**src/csp_pkg.sv**
```systemverilog
package csp_pkg;

    // Position in the color specification grammar.
    typedef enum logic [2:0] {
        PH_START  = 3'd0,
        PH_HASH   = 3'd1,
        PH_PREFIX = 3'd2,
        PH_RED    = 3'd3,
        PH_GREEN  = 3'd4,
        PH_BLUE   = 3'd5
    } t_phase;

    typedef struct packed {
        logic [7:0] ch;
        logic       last;
    } t_in_word;

    typedef struct packed {
        logic        valid_res;
        logic [23:0] color;
    } t_out_word;

    localparam logic [7:0] CH_HASH  = 8'h23;
    localparam logic [7:0] CH_SLASH = 8'h2F;
    localparam logic [7:0] CH_COLON = 8'h3A;
    localparam logic [7:0] CH_LOW_R = 8'h72;
    localparam logic [7:0] CH_LOW_G = 8'h67;
    localparam logic [7:0] CH_LOW_B = 8'h62;

    localparam logic [2:0] HASH_DIGITS = 3'd6;
    localparam logic [2:0] COMP_DIGITS = 3'd4;
    localparam logic [7:0] ONE_DIGIT_SCALE = 8'h11;

endpackage

```
**src/color_spec_parser_unit.sv**
```systemverilog
// The input channel carries one word per character of a color specification:
// an ASCII byte and a flag that marks the final character. Two forms parse:
// '#' with exactly six hex digits, and "rgb:" with three slash-separated
// components of one to four hex digits each. Every other text is rejected.
//
// The output channel carries one word for each specification, and only on
// its final character: a valid flag and the 24-bit color (red in the top
// byte). A rejected specification gives valid_res low and color zero.
//
// Throughput is one character per cycle while the output is not stalled.
// A word accepted into the input register is parsed into the output
// register once that register can take a new value. The input and output
// registers form a two-deep pipeline; the only loop is the running parse
// state, which is updated once for each parsed character.
//
// A synchronous low reset empties both registers and returns the parser to
// the start of a specification. While the receiver stalls a shown result,
// that result holds, one more character can still be taken into the input
// register, and then the input channel stalls as well.
module color_spec_parser_unit (
    input  logic                i_clk,
    input  logic                i_rst_n,
    input  logic                i_in_valid,
    input  csp_pkg::t_in_word   i_in_word,
    output logic                o_in_stall,
    output logic                o_out_valid,
    output csp_pkg::t_out_word  o_out_word,
    input  logic                i_out_stall
);

    // Scale a component of one to four digits down to eight bits.
    function automatic logic [7:0] scale_comp(input logic [15:0] v, input logic [2:0] n);
        logic [7:0] res;
        case (n)
            3'd1:    res = v[7:0] * csp_pkg::ONE_DIGIT_SCALE;
            3'd2:    res = v[7:0];
            3'd3:    res = v[11:4];
            default: res = v[15:8];
        endcase
        return res;
    endfunction

    // Input register.
    logic               r_in_valid;
    csp_pkg::t_in_word  r_in;

    // Running parse state.
    csp_pkg::t_phase    r_phase, n_phase;
    logic [2:0]         r_count, n_count;
    logic [23:0]        r_accum, n_accum;
    logic [7:0]         r_red, n_red;
    logic [7:0]         r_green, n_green;
    logic               r_failed, n_failed;

    // Output register.
    logic               r_out_valid;
    csp_pkg::t_out_word r_out, n_out;

    logic advance;      // the output register can take a new value
    logic load;         // the input register can take a new word
    logic process;      // the held character is parsed this cycle
    logic hex_ok;
    logic [3:0] hex_val;

    assign advance     = !r_out_valid || !i_out_stall;
    assign load        = !r_in_valid || advance;
    assign process     = r_in_valid && advance;
    assign o_in_stall  = !load;
    assign o_out_valid = r_out_valid;
    assign o_out_word  = r_out;

    // Hex digit decode, either case.
    always_comb begin
        hex_ok  = 1'b1;
        hex_val = 4'd0;
        if (r_in.ch >= 8'h30 && r_in.ch <= 8'h39) begin
            hex_val = 4'(r_in.ch - 8'h30);
        end else if (r_in.ch >= 8'h61 && r_in.ch <= 8'h66) begin
            hex_val = 4'(r_in.ch - 8'h57);
        end else if (r_in.ch >= 8'h41 && r_in.ch <= 8'h46) begin
            hex_val = 4'(r_in.ch - 8'h37);
        end else begin
            hex_ok = 1'b0;
        end
    end

    always_comb begin
        n_phase  = r_phase;
        n_count  = r_count;
        n_accum  = r_accum;
        n_red    = r_red;
        n_green  = r_green;
        n_failed = r_failed;
        n_out    = r_out;

        if (process) begin
            if (!r_failed) begin
                unique case (r_phase)
                    csp_pkg::PH_START: begin
                        if (r_in.ch == csp_pkg::CH_HASH) begin
                            n_phase = csp_pkg::PH_HASH;
                            n_count = 3'd0;
                            n_accum = 24'd0;
                        end else if (r_in.ch == csp_pkg::CH_LOW_R) begin
                            n_phase = csp_pkg::PH_PREFIX;
                            n_count = 3'd1;
                        end else begin
                            n_failed = 1'b1;
                        end
                    end
                    csp_pkg::PH_HASH: begin
                        if (hex_ok && r_count < csp_pkg::HASH_DIGITS) begin
                            n_accum = {r_accum[19:0], hex_val};
                            n_count = r_count + 3'd1;
                        end else begin
                            n_failed = 1'b1;
                        end
                    end
                    csp_pkg::PH_PREFIX: begin
                        if (r_count == 3'd1 && r_in.ch == csp_pkg::CH_LOW_G) begin
                            n_count = 3'd2;
                        end else if (r_count == 3'd2 && r_in.ch == csp_pkg::CH_LOW_B) begin
                            n_count = 3'd3;
                        end else if (r_count == 3'd3 && r_in.ch == csp_pkg::CH_COLON) begin
                            n_phase = csp_pkg::PH_RED;
                            n_count = 3'd0;
                            n_accum = 24'd0;
                        end else begin
                            n_failed = 1'b1;
                        end
                    end
                    csp_pkg::PH_RED, csp_pkg::PH_GREEN, csp_pkg::PH_BLUE: begin
                        if (r_in.ch == csp_pkg::CH_SLASH && r_phase != csp_pkg::PH_BLUE) begin
                            if (r_count == 3'd0 || r_count > csp_pkg::COMP_DIGITS) begin
                                n_failed = 1'b1;
                            end else begin
                                if (r_phase == csp_pkg::PH_RED) begin
                                    n_red   = scale_comp(r_accum[15:0], r_count);
                                    n_phase = csp_pkg::PH_GREEN;
                                end else begin
                                    n_green = scale_comp(r_accum[15:0], r_count);
                                    n_phase = csp_pkg::PH_BLUE;
                                end
                                n_count = 3'd0;
                                n_accum = 24'd0;
                            end
                        end else if (hex_ok && r_count < csp_pkg::COMP_DIGITS) begin
                            n_accum = {8'd0, r_accum[11:0], hex_val};
                            n_count = r_count + 3'd1;
                        end else begin
                            n_failed = 1'b1;
                        end
                    end
                    default: begin
                        n_failed = 1'b1;
                    end
                endcase
            end

            // The final character closes the specification and clears the state.
            if (r_in.last) begin
                n_out.valid_res = 1'b0;
                n_out.color     = 24'd0;
                if (!n_failed) begin
                    if (n_phase == csp_pkg::PH_HASH && n_count == csp_pkg::HASH_DIGITS) begin
                        n_out.valid_res = 1'b1;
                        n_out.color     = n_accum;
                    end else if (n_phase == csp_pkg::PH_BLUE && n_count != 3'd0
                                 && n_count <= csp_pkg::COMP_DIGITS) begin
                        n_out.valid_res = 1'b1;
                        n_out.color     = {n_red, n_green,
                                           scale_comp(n_accum[15:0], n_count)};
                    end
                end
                n_phase  = csp_pkg::PH_START;
                n_count  = 3'd0;
                n_accum  = 24'd0;
                n_red    = 8'd0;
                n_green  = 8'd0;
                n_failed = 1'b0;
            end
        end
    end

    always_ff @(posedge i_clk) begin
        if (!i_rst_n) begin
            r_in_valid  <= 1'b0;
            r_out_valid <= 1'b0;
            r_phase     <= csp_pkg::PH_START;
            r_count     <= 3'd0;
            r_accum     <= 24'd0;
            r_red       <= 8'd0;
            r_green     <= 8'd0;
            r_failed    <= 1'b0;
        end else begin
            if (load) begin
                r_in_valid <= i_in_valid;
            end
            if (advance) begin
                r_out_valid <= process && r_in.last;
            end
            r_phase  <= n_phase;
            r_count  <= n_count;
            r_accum  <= n_accum;
            r_red    <= n_red;
            r_green  <= n_green;
            r_failed <= n_failed;
        end
    end

    // Payload registers carry no reset.
    always_ff @(posedge i_clk) begin
        if (load && i_in_valid) begin
            r_in <= i_in_word;
        end
        if (advance) begin
            r_out <= n_out;
        end
    end

endmodule

```
**config.mk**
```make
export PLATFORM = sky130hd
export DESIGN_NAME = color_spec_parser_unit
export DESIGN_NICKNAME = d
export VERILOG_FILES = /design/src/csp_pkg.sv /design/src/color_spec_parser_unit.sv
export SDC_FILE = /design/constraint.sdc
export NUM_CORES = 1
export LEC_CHECK = 0
export ABC_AREA = 1
export BUFFER_PORTS_ARGS = -buffer_cell sky130_fd_sc_hd__buf_2
export CAP_MARGIN = 0
export CORE_MARGIN = 4
export CORE_UTILIZATION = 55
export DETAILED_ROUTE_END_ITERATION = 7
export MAX_ROUTING_LAYER = met4
export PLACE_DENSITY = 0.75
export SLEW_MARGIN = 20
export SYNTH_ARGS = -nofsm -noshare
export SYNTH_HDL_FRONTEND = slang
export SYNTH_SLANG_ARGS = --single-unit
export TNS_END_PERCENT = 1
```
**constraint.sdc**
```tcl
create_clock -name i_clk -period 3.9 [get_ports i_clk]
set_input_delay 0 -clock i_clk [delete_from_list [all_inputs] [get_ports i_clk]]
set_output_delay 0 -clock i_clk [all_outputs]
set_load 0.005 [all_outputs]
```
# Yosys cells after proc, flatten, opt, wreduce, memory -nomap -nowiden
# Index checks and enable logic that the tools add are counted.
[word_totals]
register_bits = 83
input_bits = 13
output_inout_bits = 27
elab_cells = 148
[op_classes]
add_sub_neg = 4
n_mul = 2
magnitude_cmp = 10
eq_ne = 21
n_mux = 72
reduce_logical = 27
[op_table]
columns = ["operator", "n"]
rows = [
  ["2-to-1 mux 24 bit", 11],
  ["2-to-1 mux 8 bit", 12],
  ["case mux 24 bit (4 select lines)", 1],
  ["2-to-1 mux 3 bit", 22],
  ["2-to-1 mux 25 bit", 2],
  ["case mux 8 bit (3 select lines)", 2],
  ["equality test 8 x 6 -> 1 bit (second input constant)", 3],
  ["equality test 8 x 7 -> 1 bit (second input constant)", 3],
  ["equality test 3 x 2 -> 1 bit (second input constant)", 6],
  ["greater-or-equal comparator 8 x 7 -> 1 bit (second input constant)", 2],
  ["less-or-equal comparator 8 x 7 -> 1 bit (second input constant)", 2],
  ["multiplier 8 x 5 -> 8 bit (second input constant)", 2],
  ["2-to-1 mux 1 bit", 16],
  ["logical AND 1 bit", 15],
  ["equality test 3 x 1 -> 1 bit (second input constant)", 4],
  ["equality test 3 bit (second input constant)", 4],
  ["2-to-1 mux 4 bit", 3],
  ["case mux 3 bit (4 select lines)", 1],
  ["case mux 3 bit (3 select lines)", 1],
  ["greater-or-equal comparator 8 x 6 -> 1 bit (second input constant)", 1],
  ["less-or-equal comparator 8 x 6 -> 1 bit (second input constant)", 1],
  ["subtractor 4 x 3 -> 4 bit (second input constant)", 2],
  ["logical NOT 3 bit", 2],
  ["less-than comparator 3 bit (second input constant)", 2],
  ["11 further kinds", 16],
]

# Longest topological paths before layout
[logic_depth]
depth_word = 16
mapped_depth = 27
mapped_depth_nobuf = 26

# Worst setup path after synthesis
# No wires, ideal clock.
[synth_timing]
path_type = "register to register"
start = "reg r_in[1] (netlist name)"
end = "reg r_out (netlist bit o_out_word[7]) (data pin)"
setup_ns = 0.270
arrival_time_ns = 3.429
required_time_ns = 3.630
path_slack_ns = 0.200
path_stages_with_launch = 27
n_path_buf = 1
period_less_slack_ns = 3.700
cell_sequence = "edfxtp_1 -> inv_1 -> ha_1 -> nor2_1 -> nand2_1 -> nand3_4 -> nand2_4 -> nand2_1 -> nand2_2 -> nand2_2 -> inv_1 -> nand2_1 -> nor2_1 -> buf_2 -> o21a_1 -> inv_1 -> ha_1 -> ha_1 -> fa_1 -> xnor2_1 -> nand3_1 -> nand2_1 -> nand2_1 -> nand3_1 -> nand2_1 -> nand2_1 -> a21oi_1"
[synth_between]
elab_chain_len = 16
elab_cells_between_ends = 86
cone_classes = "3 x add/sub; 1 x mul; 7 x order compare; 12 x eq/ne; 50 x mux; 13 x reduce/logical"
[synth_lines]
columns = ["element", "line", "rtl"]
rows = [
  ["from (decl)", "color_spec_parser_unit.sv:45", "csp_pkg::t_in_word r_in;"],
  ["from (signal assigned)", "color_spec_parser_unit.sv:214", "r_in <= i_in_word;"],
  ["parallel branches: the longest is 16 deep, another holds greater-or-equal comparator 8 x 7 -> 1 bit", "n/a", ""],
  ["to (signal assigned)", "color_spec_parser_unit.sv:217", "r_out <= n_out;"],
  ["to (decl)", "color_spec_parser_unit.sv:57", "csp_pkg::t_out_word r_out, n_out;"],
]
# Several ways; the timed one is not identified. The select of a mux whose other input is x is not followed.
# A chain may end at the register's enable or synchronous reset.

# Worst setup path after layout
[layout_timing]
start = "reg r_in[2] (netlist name)"
end = "reg r_out (netlist bit o_out_word[7]) (data pin)"
# Same word-level chain as after synthesis.

==> impl_metrics.env <==
export IMPL_grt_pass1_vias=5095
export IMPL_ir_drop_v=0.000164
export IMPL_end_kind="flop"
export IMPL_place_area_sq_mm=0.00585
export IMPL_cp_startpoint="r_in[2]$_DFFE_PP_"
export IMPL_p_int_uw=1240
export IMPL_critPathMaxFanout=5
export IMPL_drt_pass1_iterations=7
export IMPL_fill_cells=895
export IMPL_h_tree_depth=3
export IMPL_clockBufferDepth=2
export IMPL_seq_power_share=0.546
export IMPL_grt_pass1_wl_microns=26100
export IMPL_cp_start_kind="flop"
export IMPL_relSlewSlack=0.517
export IMPL_nets=874
export IMPL_stdcell_count=980
export IMPL_yosys_warnings=0
export IMPL_io_pins=40
export IMPL_pwr_share_comb=0.080
export IMPL_setup_viol=0
export IMPL_min_to="r_in_valid$_SDFFE_PN0N_"
export IMPL_timing_rr_start="r_in[2]$_DFFE_PP_"
export IMPL_clk_root_buffer_cell="clkbuf_8"
export IMPL_seq_area_frac_synth=0.368
export IMPL_wl_microns=16400
export IMPL_rr_worst_depth=21
export IMPL_syn_nets=805
export IMPL_switching_share=0.268
export IMPL_grtUsageTotal=0.299
export IMPL_initial_core_util=0.561
export IMPL_fmax_ghz=0.268
export IMPL_switchingPower_uw=454
export IMPL_status="finished, final reports clean"
export IMPL_fin_skew_ns=0.0160
export IMPL_tritoncts="yes"
export IMPL_die_w_microns=107
export IMPL_finalPower_uw=1690
export IMPL_finalCoreUtilization=0.651
export IMPL_hold_depth=5
export IMPL_multi_input_area_sq_mm=0.00303
export IMPL_route_detailed_drc=0
export IMPL_placement_rows=36
export IMPL_place_inst=942
export IMPL_drive_gt1_frac=0.182
export IMPL_synth_cells=773
export IMPL_crit_type="flop to flop"
export IMPL_hold_path_startpoint="i_out_stall"
export IMPL_synthesis_area_sq_mm=0.00543
export IMPL_cts_sinks=83
export IMPL_maxCapViolations=0
export IMPL_r2r_end="o_out_word[7]$_SDFFCE_PN0P_"
export IMPL_ys_async_sr_fraction=0
export IMPL_max_stage_delay_ns=0.50
export IMPL_synth_avg_cell_area_sq_um=7.03
export IMPL_ys_ff_latch=83
export IMPL_clkLatencyLatePin_ns=0.38
export IMPL_overflow=0
export IMPL_grt_max_degree=48
export IMPL_viasPerCell=5.60
export IMPL_seqCellArea_sq_mm=0.00200
export IMPL_critPathBufInv=4
export IMPL_die_y_microns=107
export IMPL_crit_slowest_cell="edfxtp_1"
export IMPL_place_hpwl_microns=12100
export IMPL_antennaDiodeCount=0
export IMPL_gp_congestion=0.987
export IMPL_cellLeakagePower_uw=0.00247
export IMPL_tightest_slew_ns=0.717
export IMPL_vias=5489
export IMPL_finalCriticalPeriod_ns=3.72
export IMPL_drtAntennaViolNets=0
export IMPL_rrSetupSlack_ns=0.18
export IMPL_synthToLayoutAreaGrowth_pct=16.1
export IMPL_clock_power_share=0.374
export IMPL_maxSlewViolCount=0
export IMPL_fin_crit_sh=0.955
export IMPL_synthFlopType="dfxtp_1"
export IMPL_final_area_sq_mm=0.00631
export IMPL_cp_top_family="adder cells"
export IMPL_hold_viol=0
export IMPL_cts_buffers=9
export IMPL_clk_pin_slew_ns=0.09
export IMPL_design_die_area_sq_mm=0.0115
export IMPL_core_area_sq_mm=0.00968
export IMPL_crit_arrival_ns=3.83
export IMPL_port_buffers=39
export IMPL_cp_cell_sequence="inv_2, ha_1, nand3b_1, nand3_2, nand2_8, buf_4, nand3_1, nand2_1, inv_1, o32ai_4, ha_1, ha_2, fa_2, xnor2_2, inv_1, nand2_2, nand3_1, nand3_1, nand2_1, nand2_1, a21oi_1"
export IMPL_synth_edf_count=34
export IMPL_drtIter0Drc=429
export IMPL_wl_per_cell_microns=16.8
export IMPL_synth_cell_types=48
export IMPL_p_per_area_mw_per_mm2=269
export IMPL_antenna_found_initial=0
export IMPL_cp_required_ns=4.01
export IMPL_hp_class="input pin to flop"
==> cells by family (layout without fill, tap and decap cells) <==
| kind of cell | after synthesis | after routing | share of synthesized area |
|---|---|---|---|
| fa+ha+maj | 19 | 19 | 0.0465 |
| compound gates | 166 | 166 | 0.179 |
| simple gates | 386 | 386 | 0.313 |
| xor+xnor | 4 | 4 | 0.00645 |
| flops | 83 | 83 | 0.368 |
| buf+inv | 115 | 189 | 0.0866 |
==> per-stage QoR <==
stage               hold slack [ns]  TNS [ns]  worst slack [ns]
floorplan                    0.0989         0             0.200
global placement              0.178         0             0.118
detailed placement            0.178         0           0.00304
CTS                          0.0220         0            0.0156
global route                 0.0923   -0.0485           -0.0401
finish                       0.0350         0             0.175
==> repair_timing <==
item / CTS / global route
pin swaps: 0 / 8
gates resized for setup: 1 / 18
setup buffers: 0 / 10
hold buffers: 12 / 0
endpoints found under the hold margin: 12 / 0
endpoints found under the setup margin: 1 / 2
==> power groups by stage <==
stage | registers (uW) | clock network [uW] | logic (uW)
2_1_floorplan | 942 | 0 | 74.6
3_3_place_gp | 943 | 0 | 114
3_5_place_dp | 944 | 0 | 116
4_1_cts | 924 | 636 | 126
5_1_grt | 927 | 676 | 148
6_report | 925 | 634 | 135
==> cells in the final DEF, fill, tap and decap left out, drive strengths merged, types with 11 or more instances in the layout <==
master | netlist | layout
a21oi | 66 | 66
buf | 10 | 74
clkbuf | 18 | 11
dfxtp | 49 | 49
dlygate4sd3 | 0 | 12
edfxtp | 34 | 34
ha | 17 | 17
inv | 86 | 86
nand2 | 230 | 230
nand3 | 48 | 48
nor2 | 80 | 80
o21ai | 64 | 64
==> synth_stat cells (7+ instances only) <==
cell type / instances / share of area
nand3_1: 43 / 0.040
clkbuf_1: 18 / 0.012
edfxtp_1: 34 / 0.19
or2_2: 7 / 0.0081
ha_1: 17 / 0.039
a21oi_1: 64 / 0.059
nor2_1: 68 / 0.047
inv_2: 7 / 0.0048
nand2_1: 223 / 0.15
dfxtp_1: 49 / 0.18
o21ai_0: 58 / 0.053
nand4_1: 8 / 0.0092
inv_1: 79 / 0.055
o22ai_1: 10 / 0.012
a2bb2oi_1: 7 / 0.011
nor2_2: 10 / 0.012
==> worst max path at each step <==
| stage | slack [ns] | depth (start not counted) | to |
|---|---|---|---|
| 5_1_grt | -0.04 | 24 | o_out_word[7]$_SDFFCE_PN0P_ |
| 3_3_place_gp | 0.12 | 23 | o_out_word[7]$_SDFFCE_PN0P_ |
| 2_1_floorplan | 0.20 | 26 | o_out_word[7]$_SDFFCE_PN0P_ |
| 6_report | 0.18 | 21 | o_out_word[7]$_SDFFCE_PN0P_ |
| 3_5_place_dp | 0.003 | 23 | o_out_word[7]$_SDFFCE_PN0P_ |
| 4_1_cts | 0.02 | 24 | o_out_word[7]$_SDFFCE_PN0P_ |
==> routing by layer <==
layer  up-vias  global-route usage  part of all wire
met2       233               0.492              0.47
met5         -                   -                 0
li1       2693                   -                 -
met1      2526               0.380              0.43
met4         0               0.107             0.025
met3        37              0.0396             0.067
==> layout make-up <==
cell class / instances / share of cell area
clock buffer: 11 / 0.0242
inverter: 87 / 0.0520
timing repair buffer: 86 / 0.0916
multi-input combinational: 575 / 0.481
clock inverter: 5 / 0.00694
sequential: 83 / 0.318
tap: 133 / 0.0264
==> worst min-delay path, stage by stage <==
cell     delay, ns
buf_2         0.10
nand2_1       0.08
nor2_1        0.05
inv_1         0.07
a21oi_1       0.06
==> state kept, by name (all words and copies together), names as in the netlist <==
name	flops
r_count	3
o_out_word	25
r_in_valid	1
o_out_valid	1
r_failed	1
r_green	8
r_accum	24
r_in	9
r_phase	3
r_red	8
Note: power is estimated with default switching activity, not from simulation.
